**config.mk**
```make
export PLATFORM = sky130hd
export DESIGN_NAME = wifi_frame_capture_filter
export DESIGN_NICKNAME = d
export VERILOG_FILES = /design/src/hdl/wfcf_pkg.sv /design/src/hdl/wfcf_ram.sv /design/src/hdl/wfcf_ctrl.sv /design/src/hdl/wfcf_datapath.sv /design/src/hdl/wifi_frame_capture_filter.sv
export SDC_FILE = /design/constraint.sdc
export NUM_CORES = 2
export LEC_CHECK = 0
export BUFFER_PORTS_ARGS = -buffer_cell sky130_fd_sc_hd__clkbuf_2
export CORE_ASPECT_RATIO = 0.6
export CORE_UTILIZATION = 33
export CTS_BUF_LIST = sky130_fd_sc_hd__clkbuf_16
export DETAILED_ROUTE_END_ITERATION = 7
export PLACE_DENSITY_LB_ADDON = 0.05
export SETUP_SLACK_MARGIN = 0.15
export SKIP_LAST_GASP = 1
export SLEW_MARGIN = 5
export SYNTH_ARGS = -nofsm -noshare
export SYNTH_HDL_FRONTEND = slang
export SYNTH_SLANG_ARGS = --single-unit
```
**constraint.sdc**
```tcl
create_clock -name clk -period 11.23 [get_ports clk]
set_clock_uncertainty 0.15 [all_clocks]
set_input_delay 0 -clock clk [delete_from_list [all_inputs] [get_ports clk]]
set_output_delay 0 -clock clk [all_outputs]
set_load 0.02 [all_outputs]
```
**src/hdl/wfcf_pkg.sv**
```systemverilog
// Package for the wifi frame capture filter.
// Holds shared constants, register indexes and the controller/datapath structs.
// No dependencies.
package wfcf_pkg;

  localparam logic       REG_CAPTURE_MODE = 1'b0;
  localparam logic       REG_SNAP_LENGTH  = 1'b1;

  localparam logic [2:0] MODE_RAW   = 3'd0;
  localparam logic [2:0] MODE_BEACON = 3'd1;
  localparam logic [2:0] MODE_PROBE = 3'd2;
  localparam logic [2:0] MODE_EAPOL = 3'd3;
  localparam logic [2:0] MODE_PMKID = 3'd4;

  localparam logic [2:0]  MODE_RESET = MODE_RAW;
  localparam logic [15:0] SNAP_RESET = 16'hFFFF;

  localparam logic [1:0] TYPE_MGMT = 2'd0;
  localparam logic [1:0] TYPE_DATA = 2'd2;

  localparam logic [3:0] SUB_PROBE_REQ = 4'h4;
  localparam logic [3:0] SUB_BEACON    = 4'h8;
  localparam logic [3:0] SUB_DEAUTH    = 4'hC;

  localparam logic [15:0] EAPOL_ETHERTYPE = 16'h888E;
  localparam logic [15:0] KEY_ACK_MASK    = 16'h0080;
  localparam logic [15:0] KEY_MIC_MASK    = 16'h0100;

  localparam logic [5:0] HDR_THREE_ADDR = 6'd24;
  localparam logic [5:0] HDR_FOUR_ADDR  = 6'd30;
  localparam logic [5:0] HDR_QOS_EXTRA  = 6'd2;
  localparam logic [5:0] LLC_SNAP_BYTES = 6'd8;
  localparam logic [5:0] KEY_MIN_BYTES  = 6'd7;

  typedef struct packed {
    logic latch;
    logic idx_clear;
    logic idx_inc;
    logic set_open;
    logic clr_open;
    logic m1_write;
    logic finish;
  } cmd_t;

  typedef struct packed {
    logic follow;
    logic is_m1;
    logic hit;
    logic idx_last;
    logic out_free;
  } status_t;

endpackage

```
**src/hdl/wfcf_ram.sv**
```systemverilog
// Generic single-write, single-read RAM with registered read data.
// No dependencies.
module wfcf_ram #(
  parameter int WIDTH = 96,
  parameter int DEPTH = 16
) (
  input  logic                     clk,
  input  logic                     wr_en,
  input  logic [$clog2(DEPTH)-1:0] wr_addr,
  input  logic [WIDTH-1:0]         wr_data,
  input  logic [$clog2(DEPTH)-1:0] rd_addr,
  output logic [WIDTH-1:0]         rd_data
);

  logic [WIDTH-1:0] mem [DEPTH];

  always_ff @(posedge clk) begin
    if (wr_en) begin
      mem[wr_addr] <= wr_data;
    end
    rd_data <= mem[rd_addr];
  end

endmodule

```
**src/hdl/wfcf_ctrl.sv**
```systemverilog
// Controller state machine of the capture filter.
// Depends on wfcf_pkg for the command and status structs.
module wfcf_ctrl import wfcf_pkg::*; (
  input  logic    clk,
  input  logic    rst,
  input  logic    in_valid,
  output logic    in_ready,
  input  status_t st,
  output cmd_t    cmd
);

  typedef enum logic [4:0] {
    S_IDLE   = 5'b00001,
    S_DECIDE = 5'b00010,
    S_READ   = 5'b00100,
    S_CMP    = 5'b01000,
    S_FINISH = 5'b10000
  } state_t;

  state_t state, state_next;

  always_ff @(posedge clk) begin
    if (rst) begin
      state <= S_IDLE;
    end else begin
      state <= state_next;
    end
  end

  always_comb begin
    state_next = state;
    cmd = '0;
    in_ready = 1'b0;
    unique case (state)
      S_IDLE: begin
        in_ready = 1'b1;
        if (in_valid) begin
          cmd.latch = 1'b1;
          state_next = S_DECIDE;
        end
      end
      S_DECIDE: begin
        if (st.follow) begin
          cmd.idx_clear = 1'b1;
          state_next = S_READ;
        end else begin
          state_next = S_FINISH;
        end
      end
      S_READ: begin
        state_next = S_CMP;
      end
      S_CMP: begin
        if (st.hit) begin
          cmd.set_open = st.is_m1;
          cmd.clr_open = !st.is_m1;
          state_next = S_FINISH;
        end else if (st.idx_last) begin
          cmd.m1_write = st.is_m1;
          state_next = S_FINISH;
        end else begin
          cmd.idx_inc = 1'b1;
          state_next = S_READ;
        end
      end
      S_FINISH: begin
        if (st.out_free) begin
          cmd.finish = 1'b1;
          state_next = S_IDLE;
        end
      end
      default: begin
        state_next = S_IDLE;
      end
    endcase
  end

endmodule

```
**src/hdl/wfcf_datapath.sv**
```systemverilog
// Datapath of the capture filter: registers, session table, counters, result register.
// Depends on wfcf_pkg and wfcf_ram.
module wfcf_datapath import wfcf_pkg::*; #(
  parameter int SESSION_SLOTS = 16
) (
  input  logic        clk,
  input  logic        rst,
  input  logic        cfg_we,
  input  logic        cfg_index,
  input  logic [31:0] cfg_data,
  input  logic [1:0]  frame_type,
  input  logic [3:0]  frame_subtype,
  input  logic        to_distribution,
  input  logic        from_distribution,
  input  logic [47:0] address_one,
  input  logic [47:0] address_two,
  input  logic [11:0] frame_length,
  input  logic [15:0] llc_ethertype,
  input  logic [15:0] key_word,
  input  logic        pmkid_present,
  input  cmd_t        cmd,
  output status_t     st,
  input  logic        out_ready,
  output logic        out_valid,
  output logic        keep_frame,
  output logic [15:0] capture_length,
  output logic [31:0] deauth_total,
  output logic [31:0] captured_total,
  output logic        handshake_seen,
  output logic [47:0] handshake_ap
);

  localparam int IDX_W = $clog2(SESSION_SLOTS);
  localparam logic [IDX_W-1:0] IDX_LAST = IDX_W'(SESSION_SLOTS - 1);

  logic [2:0]  capture_mode;
  logic [15:0] snap_length;

  logic [1:0]  f_type;
  logic [3:0]  f_sub;
  logic        f_to_ds;
  logic        f_from_ds;
  logic [47:0] f_a1;
  logic [47:0] f_a2;
  logic [11:0] f_len;
  logic [15:0] f_etype;
  logic [15:0] f_info;
  logic        f_pmkid;

  logic [31:0] kept_count;
  logic [31:0] deauth_count;
  logic        handshake_flag;
  logic [47:0] handshake_address;
  logic [IDX_W-1:0] slot_ptr;
  logic [IDX_W-1:0] idx;
  logic [SESSION_SLOTS-1:0] slot_valid;
  logic [SESSION_SLOTS-1:0] slot_open;

  logic [5:0]  hlen;
  logic        eapol_ok;
  logic        key_ok;
  logic        ack;
  logic        mic;
  logic        is_m1;
  logic        is_m2;
  logic        keep;
  logic        deauth;
  logic [47:0] ap;
  logic [47:0] sta;
  logic [95:0] rd_data;
  logic        addr_match;
  logic [31:0] kept_next;
  logic [31:0] deauth_next;
  logic [15:0] clen;

  wfcf_ram #(
    .WIDTH(96),
    .DEPTH(SESSION_SLOTS)
  ) u_sessions (
    .clk    (clk),
    .wr_en  (cmd.m1_write),
    .wr_addr(slot_ptr),
    .wr_data({ap, sta}),
    .rd_addr(idx),
    .rd_data(rd_data)
  );

  always_comb begin
    hlen = (f_to_ds && f_from_ds) ? HDR_FOUR_ADDR : HDR_THREE_ADDR;
    if (f_sub[3]) begin
      hlen = hlen + HDR_QOS_EXTRA;
    end
    eapol_ok = (f_type == TYPE_DATA) && (f_len > 12'(hlen + LLC_SNAP_BYTES))
               && (f_etype == EAPOL_ETHERTYPE);
    key_ok = f_len >= 12'(hlen + LLC_SNAP_BYTES + KEY_MIN_BYTES);
    ack = (f_info & KEY_ACK_MASK) != 16'd0;
    mic = (f_info & KEY_MIC_MASK) != 16'd0;
    is_m1 = ack && !mic;
    is_m2 = !ack && mic;
    ap = f_from_ds ? f_a2 : f_a1;
    sta = f_from_ds ? f_a1 : f_a2;
    deauth = (f_type == TYPE_MGMT) && (f_sub == SUB_DEAUTH);
    keep = 1'b0;
    unique case (capture_mode)
      MODE_RAW:    keep = 1'b1;
      MODE_BEACON: keep = (f_type == TYPE_MGMT) && (f_sub == SUB_BEACON);
      MODE_PROBE:  keep = (f_type == TYPE_MGMT) && (f_sub == SUB_PROBE_REQ);
      MODE_EAPOL:  keep = eapol_ok;
      MODE_PMKID:  keep = eapol_ok && f_pmkid;
      default:     keep = 1'b0;
    endcase
    addr_match = slot_valid[idx] ? (rd_data == {ap, sta}) : (ap == 48'd0 && sta == 48'd0);
    kept_next = keep ? kept_count + 32'd1 : kept_count;
    deauth_next = deauth ? deauth_count + 32'd1 : deauth_count;
    clen = (16'(f_len) > snap_length) ? snap_length : 16'(f_len);
  end

  always_comb begin
    st.follow = ((capture_mode == MODE_EAPOL) || (capture_mode == MODE_PMKID))
                && eapol_ok && key_ok && (is_m1 || is_m2);
    st.is_m1 = is_m1;
    st.hit = addr_match && (is_m1 || slot_open[idx]);
    st.idx_last = idx == IDX_LAST;
    st.out_free = !out_valid || out_ready;
  end

  always_ff @(posedge clk) begin
    if (cmd.latch) begin
      f_type <= frame_type;
      f_sub <= frame_subtype;
      f_to_ds <= to_distribution;
      f_from_ds <= from_distribution;
      f_a1 <= address_one;
      f_a2 <= address_two;
      f_len <= frame_length;
      f_etype <= llc_ethertype;
      f_info <= key_word;
      f_pmkid <= pmkid_present;
    end
    if (cmd.idx_clear) begin
      idx <= '0;
    end else if (cmd.idx_inc) begin
      idx <= idx + IDX_W'(1);
    end
    if (cmd.finish) begin
      keep_frame <= keep;
      capture_length <= keep ? clen : 16'd0;
      deauth_total <= deauth_next;
      captured_total <= kept_next;
      handshake_seen <= handshake_flag;
      handshake_ap <= handshake_address;
    end
  end

  always_ff @(posedge clk) begin
    if (rst) begin
      capture_mode <= MODE_RESET;
      snap_length <= SNAP_RESET;
      kept_count <= '0;
      deauth_count <= '0;
      handshake_flag <= 1'b0;
      handshake_address <= '0;
      slot_ptr <= '0;
      slot_valid <= '0;
      slot_open <= '0;
      out_valid <= 1'b0;
    end else begin
      if (cfg_we) begin
        unique case (cfg_index)
          REG_CAPTURE_MODE: capture_mode <= cfg_data[2:0];
          REG_SNAP_LENGTH:  snap_length <= cfg_data[15:0];
          default: ;
        endcase
      end
      if (cmd.set_open) begin
        slot_open[idx] <= 1'b1;
      end
      if (cmd.clr_open) begin
        slot_open[idx] <= 1'b0;
        if (!handshake_flag) begin
          handshake_flag <= 1'b1;
          handshake_address <= ap;
        end
      end
      if (cmd.m1_write) begin
        slot_valid[slot_ptr] <= 1'b1;
        slot_open[slot_ptr] <= 1'b1;
      end
      if (cmd.finish) begin
        kept_count <= kept_next;
        deauth_count <= deauth_next;
        if (keep) begin
          slot_ptr <= (slot_ptr == IDX_LAST) ? '0 : slot_ptr + IDX_W'(1);
        end
        out_valid <= 1'b1;
      end else if (out_ready) begin
        out_valid <= 1'b0;
      end
    end
  end

endmodule

```
**src/hdl/wifi_frame_capture_filter.sv**
```systemverilog
// Top level of the wifi frame capture filter: unpacks the streams and joins
// the controller and datapath. Depends on wfcf_pkg, wfcf_ctrl and wfcf_datapath.
//
// Channel  | Signals                                   | Item
// s_axis   | s_axis_tvalid, s_axis_tready, s_axis_tdata | header fields of one frame
// m_axis   | m_axis_tvalid, m_axis_tready, m_axis_tdata | verdict, length and counters
// cfg      | cfg_valid, cfg_ready, cfg_index, cfg_data  | one register write
//
// A frame that is not an EAPOL M1 or M2 in EAPOL or PMKID mode goes from acceptance
// via the decide and finish states to its result. Such an M1 or M2 frame scans the
// session table slot by slot (read, then compare) through the single RAM read port.
// Reset clears all sessions at once through per-slot valid bits.
// A new item is taken while a finished result still waits on m_axis.
module wifi_frame_capture_filter import wfcf_pkg::*; #(
  parameter int SESSION_SLOTS = 16
) (
  input  logic         clk,
  input  logic         rst,
  input  logic         cfg_valid,
  output logic         cfg_ready,
  input  logic         cfg_index,
  input  logic [31:0]  cfg_data,
  input  logic         s_axis_tvalid,
  output logic         s_axis_tready,
  // frame_type, frame_subtype, to_distribution, from_distribution, address_one,
  // address_two, frame_length, llc_ethertype, key_word, pmkid_present, zero fill
  input  logic [151:0] s_axis_tdata,
  output logic         m_axis_tvalid,
  input  logic         m_axis_tready,
  // keep_frame, capture_length, deauth_total, captured_total, handshake_seen,
  // handshake_ap, zero fill
  output logic [135:0] m_axis_tdata
);

  cmd_t        cmd;
  status_t     st;
  logic        keep_frame;
  logic [15:0] capture_length;
  logic [31:0] deauth_total;
  logic [31:0] captured_total;
  logic        handshake_seen;
  logic [47:0] handshake_ap;

  assign cfg_ready = 1'b1;

  wfcf_ctrl u_ctrl (
    .clk     (clk),
    .rst     (rst),
    .in_valid(s_axis_tvalid),
    .in_ready(s_axis_tready),
    .st      (st),
    .cmd     (cmd)
  );

  wfcf_datapath #(
    .SESSION_SLOTS(SESSION_SLOTS)
  ) u_datapath (
    .clk              (clk),
    .rst              (rst),
    .cfg_we           (cfg_valid && cfg_ready),
    .cfg_index        (cfg_index),
    .cfg_data         (cfg_data),
    .frame_type       (s_axis_tdata[1:0]),
    .frame_subtype    (s_axis_tdata[5:2]),
    .to_distribution  (s_axis_tdata[6]),
    .from_distribution(s_axis_tdata[7]),
    .address_one      (s_axis_tdata[55:8]),
    .address_two      (s_axis_tdata[103:56]),
    .frame_length     (s_axis_tdata[115:104]),
    .llc_ethertype    (s_axis_tdata[131:116]),
    .key_word         (s_axis_tdata[147:132]),
    .pmkid_present    (s_axis_tdata[148]),
    .cmd              (cmd),
    .st               (st),
    .out_ready        (m_axis_tready),
    .out_valid        (m_axis_tvalid),
    .keep_frame       (keep_frame),
    .capture_length   (capture_length),
    .deauth_total     (deauth_total),
    .captured_total   (captured_total),
    .handshake_seen   (handshake_seen),
    .handshake_ap     (handshake_ap)
  );

  assign m_axis_tdata = {6'd0, handshake_ap, handshake_seen, captured_total,
                         deauth_total, capture_length, keep_frame};

endmodule

```
Yosys cells after proc, flatten, opt, wreduce, memory -nomap -nowiden
Memories as Yosys holds them, arrays and structs flattened. A register that Yosys moved wholly into a read port is not among the register bits.
Index checks and enable logic that the tools add are counted.
{ "totals": {"reg_bits": 450, "latch_bits": 0, "mem_bits_rw": 1536, "mem_bits_ro": 0, "input_bits": 190, "output_inout_bits": 139, "wordCells": 151, "mem_count": 1} }
{ "classes": {"n_addsub": 7, "mul": 0, "div_mod_pow": 0, "magnitude_cmp": 7, "eq_ne": 19, "shift": 0, "muxes": 46, "bitwise_logic": 7, "reduce_logical": 35} }
{ "mem_list": {"columns": ["memory", "words", "width", "read_ports", "rd_ports_with_merged_regs", "write_ports", "line", "text"], "rows": [
  ["u_datapath.u_sessions.mem", 16, 96, 1, 1, 1, "wfcf_ram.sv:15", "logic [WIDTH-1:0] mem [DEPTH];"]
]} }
{ "op_table": {"columns": ["cell", "count"], "rows": [
  ["96-bit == test", 1],
  ["48-bit logical NOT", 2],
  ["48-bit 2-to-1 mux", 2],
  ["16-bit 2-to-1 mux", 5],
  ["32-bit by 1-bit adder with 32-bit output, second input constant", 2],
  ["32-bit 2-to-1 mux", 2],
  ["16-bit bitwise OR", 3],
  ["5-bit 2-to-1 mux", 5],
  ["5-bit one-hot mux with 5 select lines", 1],
  ["1-bit 2-to-1 mux", 20],
  ["16-bit bitwise AND", 1],
  ["16-bit == test, second input constant", 1],
  ["4-bit == test, second input constant", 4],
  ["12-bit by 16-bit greater-than comparator with 1-bit output", 1],
  ["1-bit logical AND", 16],
  ["16-bit inverter", 1],
  ["12-bit by 3-bit adder with 12-bit output, second input constant", 1],
  ["12-bit >= comparator", 1],
  ["12-bit greater-than comparator", 1],
  ["12-bit 2-to-1 mux", 1],
  ["2-bit AND reduction", 6],
  ["4-bit by 5-bit less-than comparator with 1-bit output, second input constant", 2],
  ["4-bit by 1-bit adder with 4-bit output, second input constant", 2],
  ["1-bit binary-select mux with 4-bit select", 2],
  ["other kinds (26)", 38]
]} }

Logic depth before layout (Yosys ltp)
{ "depth": {"word_depth": 14, "depth_mapped": 22, "mapped_depth_nobuf": 15} }

Cells and area by module
From an unflattened synthesis, not the netlist that was laid out.
{ "hier_totals": {"cells_unflattened": 4268, "hier_area_um2": 79822.8} }
{ "by_module_without_submodules": {"columns": ["mod", "n_inst", "cells_per_inst", "area_each_um2", "seq_area_each_um2"], "rows": [
  ["wfcf_ram", 1, 2460, 59358.2, 48046.1],
  ["wfcf_datapath", 1, 1757, 20063.0, 11421.0],
  ["wfcf_ctrl", 1, 40, 326.6, 100.1],
  ["wifi_frame_capture_filter", 1, 11, 75.1, 0.0]
]} }

Least setup slack after synthesis
OpenSTA, ideal clock, no wires.
{ "synth_timing": {"kind": "register to register", "start": "register u_datapath.idx[0]", "end": "memory u_datapath.u_sessions.mem[11][0] (enable)", "setup_ns": 0.674, "arrival_time_ns": 9.087, "t_required_ns": 10.406, "setup_slack_ns": 1.319, "stages_incl_launch_ff": 9, "n_path_buf": 2, "period_less_slack_ns": 9.911, "cell_sequence": "dfxtp_1 > clkbuf_1 > mux4_2 > mux4_2 > nand4_1 > nor4_4 > or2_2 > buf_2 > nor3_1"} }
{ "synth_between": {"elab_chain_len": 8, "elab_cells_between_ends": 13, "classes_between": "eq/ne: 1; mux: 10; reduce/logical: 2"} }
{ "synth_lines": {"columns": ["item", "line", "text"], "rows": [
  ["start, declared", "wfcf_datapath.sv:55", "logic [IDX_W-1:0] idx;"],
  ["start signal, assigned", "wfcf_datapath.sv:143", "idx <= idx + IDX_W'(1);"],
  ["1-bit binary-select mux with 4-bit select, on equally long branches", "wfcf_datapath.sv:112, wfcf_datapath.sv:122", null],
  ["1-bit 2-to-1 mux, on equally long branches", "wfcf_datapath.sv:112, wfcf_datapath.sv:122", null],
  ["1-bit 2-to-1 mux or 1-bit logical OR (tied branches)", "wfcf_datapath.sv:112, wfcf_datapath.sv:122", null],
  ["1-bit logical AND", "wfcf_datapath.sv:122", "st.hit = addr_match && (is_m1 || slot_open[idx]);"],
  ["1-bit 2-to-1 mux (*)", "wfcf_ctrl.sv:54", "if (st.hit) begin"],
  ["4-bit 2-to-1 mux (*)", "wfcf_ctrl.sv:34", "unique case (state)"],
  ["1-bit 2-to-1 mux (*)", "wfcf_ram.sv:18", "if (wr_en) begin"],
  ["1-bit 2-to-1 mux (not written as such) (*)", "wfcf_ram.sv:19", "mem[wr_addr] <= wr_data;"],
  ["end, declared", "wfcf_ram.sv:15", null]
]} }
Mark *: on every way between the ends. The rest lies on a longest branch, timed or not. The select of a mux whose other input is x is not followed.

Worst setup path in the final report
{ "layout_timing": {"start": "register u_datapath.f_from_ds", "end": "memory u_datapath.u_sessions.mem[13][42] (enable)"} }
{ "layout_between": {"elab_chain_len": 9, "elab_cells_between_ends": 12, "classes_between": "eq/ne: 1; mux: 7; reduce/logical: 4"} }
{ "layout_lines": {"columns": ["item", "line", "text"], "rows": [
  ["start, declared", "wfcf_datapath.sv:42", "logic f_from_ds;"],
  ["start signal, assigned", "wfcf_datapath.sv:132", "f_from_ds <= from_distribution;"],
  ["48-bit 2-to-1 mux (*)", "wfcf_datapath.sv:101", "sta = f_from_ds ? f_a1 : f_a2;"],
  ["net u_datapath.sta[39]", "wfcf_datapath.sv:69", "logic [47:0] sta;"],
  ["48-bit logical NOT", "wfcf_datapath.sv:112", "addr_match = slot_valid[idx] ? (rd_data == {ap, sta}) : (ap == 48'd0 && sta == 48'd0);"],
  ["1-bit logical AND", "wfcf_datapath.sv:112", null],
  ["1-bit 2-to-1 mux (*)", "wfcf_datapath.sv:112", null],
  ["1-bit logical AND (*)", "wfcf_datapath.sv:122", null],
  ["1-bit 2-to-1 mux (*)", "wfcf_ctrl.sv:54", null],
  ["4-bit 2-to-1 mux (*)", "wfcf_ctrl.sv:34", null],
  ["1-bit 2-to-1 mux (*)", "wfcf_ram.sv:18", null],
  ["1-bit 2-to-1 mux (not written as such) (*)", "wfcf_ram.sv:19", null]
]} }
Mark *: on every way through the listed nets, which the timed path passes. The rest lies on a longest branch.

==> results.cfg <==
[run_status]
outcome = finished clean

[worst_setup_path]
arrival_ps = 7530
crit_type = flop to flop
crit_fanout = 121
crit_path_start_kind = flop
critical_path.max_stage_delay_ps = 830
cp_slowest_cell = nor4_1
required_ps = 11580
crit_path_end_kind = flop
r2r_cells = 12
cp_common_cell = buf_4
crit_chain = buf_12, mux2_2, xor2_1, nor4_1, nand4_1, or4_1, nor4_4, or2_2, or3_1, inv_6, buf_4, buf_4

[synthesis]
synth_edf_count = 1801
synth-xor-area-share_pct = 2.240
synth_mux_area_share_pct = 16.00
synthesis.area_um2 = 79760
synth_top_family_by_area = multiplexers
ys_seq_elements = 2075
seq_area_frac_synth_pct = 74.68
yosysTopAreaCell = edfxtp_1
synth.distinct_cells = 57
synth_compound_area_share_pct = 1.122
ys_async_sr_fraction_pct = 0
synth_top_area_share_pct = 67.81
synth_fa_ha_area_share_pct = 0.5177
synth_cells = 4009
synthSimpleGateAreaFrac_pct = 4.061
synthTopCellsByArea = edfxtp_1 (68%), mux4_2 (14%), dfxtp_1 (6.9%), xor2_1 (1.6%), mux2_2 (1.2%)
yosysWarningCount = 0
synth_top_flop_cell = edfxtp_1
syn_avg_cell_area_um2 = 19.89

[clocking]
clockBufferDepth = 4
cts_inserted_buffers = 210
post_cts_buffers = 0
clock_latency_ps = 870
htreeDepth = 4
cts-root-buf = clkbuf_16
path_clk_slew_ps = 60
cts_tree = built
ctsResizeCount = 0
cts.sinks = 2075

[global_routing]
grt_pass1_wl_mm = 337.7
grt.total_usage_pct = 19.64
antenna_found_initial = 6
grt_pass1_vias = 42100
gr-total-overflow = 0
grt_max_degree = 122

[timing]
slew_headroom_pct = 19.86
max_slew.worst_pin.slew_ps = 1202
slew_violations = 0
finalSetupTns_ps = 0
period_share_pct = 63.85
period_needed_ps = 7170
hold_slack_ps = 81.56
finalHoldViolCount = 0
rsz0062_at_grt = no
finalSetupViolCount = 0
max_freq_ghz = 0.1395

[layout]
drive_above_1_share_pct = 25.32
area_delta_synth_final_pct = 18.98
fin_nets = 4952
stdcell_count = 8076

[power_and_ir_drop]
seq_power_share_pct = 53.9
p_leak_uw = 0.03023
p_sw_uw = 3491
p_int_uw = 12370
p_clk_share_pct = 42.5
vdd_drop_max_mv = 0.1201
powerDensity_nw_per_um2 = 167.2
swShare_pct = 22.00
p_comb_share_pct = 3.6

[route]
drc = 0
m1WireLength_mm = 115.8
wl_mm = 242.7
wl_met2_mm = 112.0
top_layer_used = met4
vias = 41290
drt_iter0_drc = 4014
drtPass1Iterations = 5
ant_nets = 0
wire_per_inst_um = 30.05
met3_wirelength_mm = 10.63
vias_per_cell = 5.113

[floorplan]
die_w_um = 636.7
start_util_pct = 33.28
fp-row-count = 139
io_pins = 329
dieArea_um2 = 243700
core_um2 = 239700
die_y_um = 382.8

[place]
gp_congestion = 0.7941
io_buffer_count = 288
dp_cells = 7351
hpwl_mm = 136.8

[hold_path]
min_path_cells = 4
holdCritPathClass = input pin to flop

[run]
max-cap-violations = 0
[cells by family (layout without fill, tap and decap cells)]
logic type,count (synthesis),count (layout)
adder cells (fa/ha/maj),33,33
XOR/XNOR,204,204
multiplexers,650,650
AO/OA/AOI/OAI,139,139
AND/OR/NAND/NOR,651,651
buffers and inverters,255,1138
flip-flops,2075,2075
other,2,14
[per-layer routing]
metal / vias up / track usage (%)
met3: 281 / 2.871
met4: 0 / 3.739
met5: - / 0
met1: 22400 / 29.18
li1: 17650 / -
met2: 957 / 30.84
[final cells by class]
class	instances	area, µm²
antenna	3	7.507
clock buffer	212	5305
clock inverter	172	1109
fill	21610	144800
inverter	56	270.3
multi-input combinational	1688	19200
sequential	2075	59580
tap	3172	3969
timing repair buffer	698	5456
[Yosys cell counts, drive strengths merged (5+ instances only)]
cell type  count
a211oi         5
a21oi         25
a31oi         17
and2          10
and3          20
and4           6
buf           73
clkbuf       126
dfxtp        274
edfxtp      1801
ha            33
inv           56
mux2          89
mux2i         71
mux4         490
nand2        110
nand2b        10
nand3         88
nand4         51
nor2         197
nor2b          6
nor3          40
nor4          67
nor4b          7
nor4bb         6
o2111ai        7
o21a          23
o21ai         35
o31a           6
o31ai          9
or3           19
xnor2         57
xor2         147
[metrics by stage]
step                      cell area (µm²)  setup slack [ps]  total power (µW)  util (%)
after CTS                           94890              4135             16070     39.59
final                               94900              4060             15860     39.60
after global placement              85080              4179              9187     35.50
after floorplan                     79790              1319              8916         -
after global routing                94890              3954             16380     39.59
after detailed placement            85080              4168              9192     35.50
[path summary, 6_finish.rpt]
| kind | start | endpoint | slack (ps) |
|---|---|---|---|
| hold / removal | cfg_valid | u_datapath.snap_length[2] | 80 |
| hold reg to reg | u_datapath.handshake_address[19] | u_datapath.handshake_ap[19] | 260 |
| setup / recovery | u_datapath.f_from_ds | u_datapath.u_sessions.mem[13][42] | 4060 |
| setup reg to reg | u_datapath.f_from_ds | u_datapath.u_sessions.mem[13][42] | 4060 |
[state kept, by name, summed over array words and instances (netlist names), 3 cells and up]
name,flops
u_ctrl.state,5
u_datapath.capture_length,16
u_datapath.capture_mode,3
u_datapath.captured_total,32
u_datapath.deauth_count,32
u_datapath.deauth_total,32
u_datapath.f_a1,48
u_datapath.f_a2,48
u_datapath.f_etype,16
u_datapath.f_len,12
u_datapath.f_sub,4
u_datapath.handshake_address,48
u_datapath.handshake_ap,48
u_datapath.idx,4
u_datapath.kept_count,32
u_datapath.slot_open,16
u_datapath.slot_ptr,4
u_datapath.slot_valid,16
u_datapath.snap_length,16
u_datapath.u_sessions.mem,1536
u_datapath.u_sessions.rd_data,96
[power groups by stage]
stage | clock [µW] | sequential (µW) | combinational (µW)
5_1_grt | 7220 | 8550 | 610
3_5_place_dp | 0 | 8720 | 477
4_1_cts | 6950 | 8550 | 570
2_1_floorplan | 0 | 8680 | 235
6_report | 6750 | 8550 | 570
3_3_place_gp | 0 | 8720 | 471
[critical path, delay by kind of cell, from the launching register on]
kind	cells	cell delay [ps]
AND/OR/NAND/NOR	6	3410
buffers and inverters	4	1770
multiplexers	1	570
flip-flops	1	370
XOR/XNOR	1	300
[layout by cell type, fill, tap and decap left out, types with 9 or more instances in the layout]
| cell type | synthesis | routed |
|---|---|---|
| mux4_2 | 490 | 490 |
| and2_1 | 10 | 9 |
| dfxtp_1 | 274 | 271 |
| inv_6 | 0 | 12 |
| nand2_1 | 110 | 110 |
| dlygate4sd3_1 | 0 | 337 |
| ha_1 | 33 | 33 |
| conb_1 | 2 | 11 |
| o21ai_0 | 35 | 32 |
| o31ai_1 | 9 | 9 |
| nand4_1 | 51 | 51 |
| inv_1 | 55 | 103 |
| and3_1 | 20 | 20 |
| o21a_1 | 23 | 23 |
| edfxtp_1 | 1801 | 1801 |
| a31oi_1 | 17 | 17 |
| bufinv_16 | 0 | 13 |
| xnor2_1 | 57 | 57 |
| nand2b_1 | 10 | 10 |
| a21oi_1 | 25 | 25 |
| clkbuf_16 | 0 | 212 |
| nor2_1 | 197 | 197 |
| mux2i_1 | 70 | 70 |
| clkbuf_2 | 0 | 287 |
| mux2_2 | 87 | 87 |
| buf_4 | 13 | 66 |
| xor2_1 | 147 | 147 |
| or3_1 | 19 | 19 |
| nor4_1 | 65 | 65 |
| nor3_1 | 40 | 33 |
| clkinv_2 | 0 | 33 |
| clkinv_1 | 0 | 57 |
| nand3_1 | 88 | 88 |
[timing repair]
action | CTS | global route
hold buffers | 338 | 0
hold endpoints to repair | 341 | 0
endpoints found under the setup margin | 0 | 0
(Power assumes the default switching activity.)
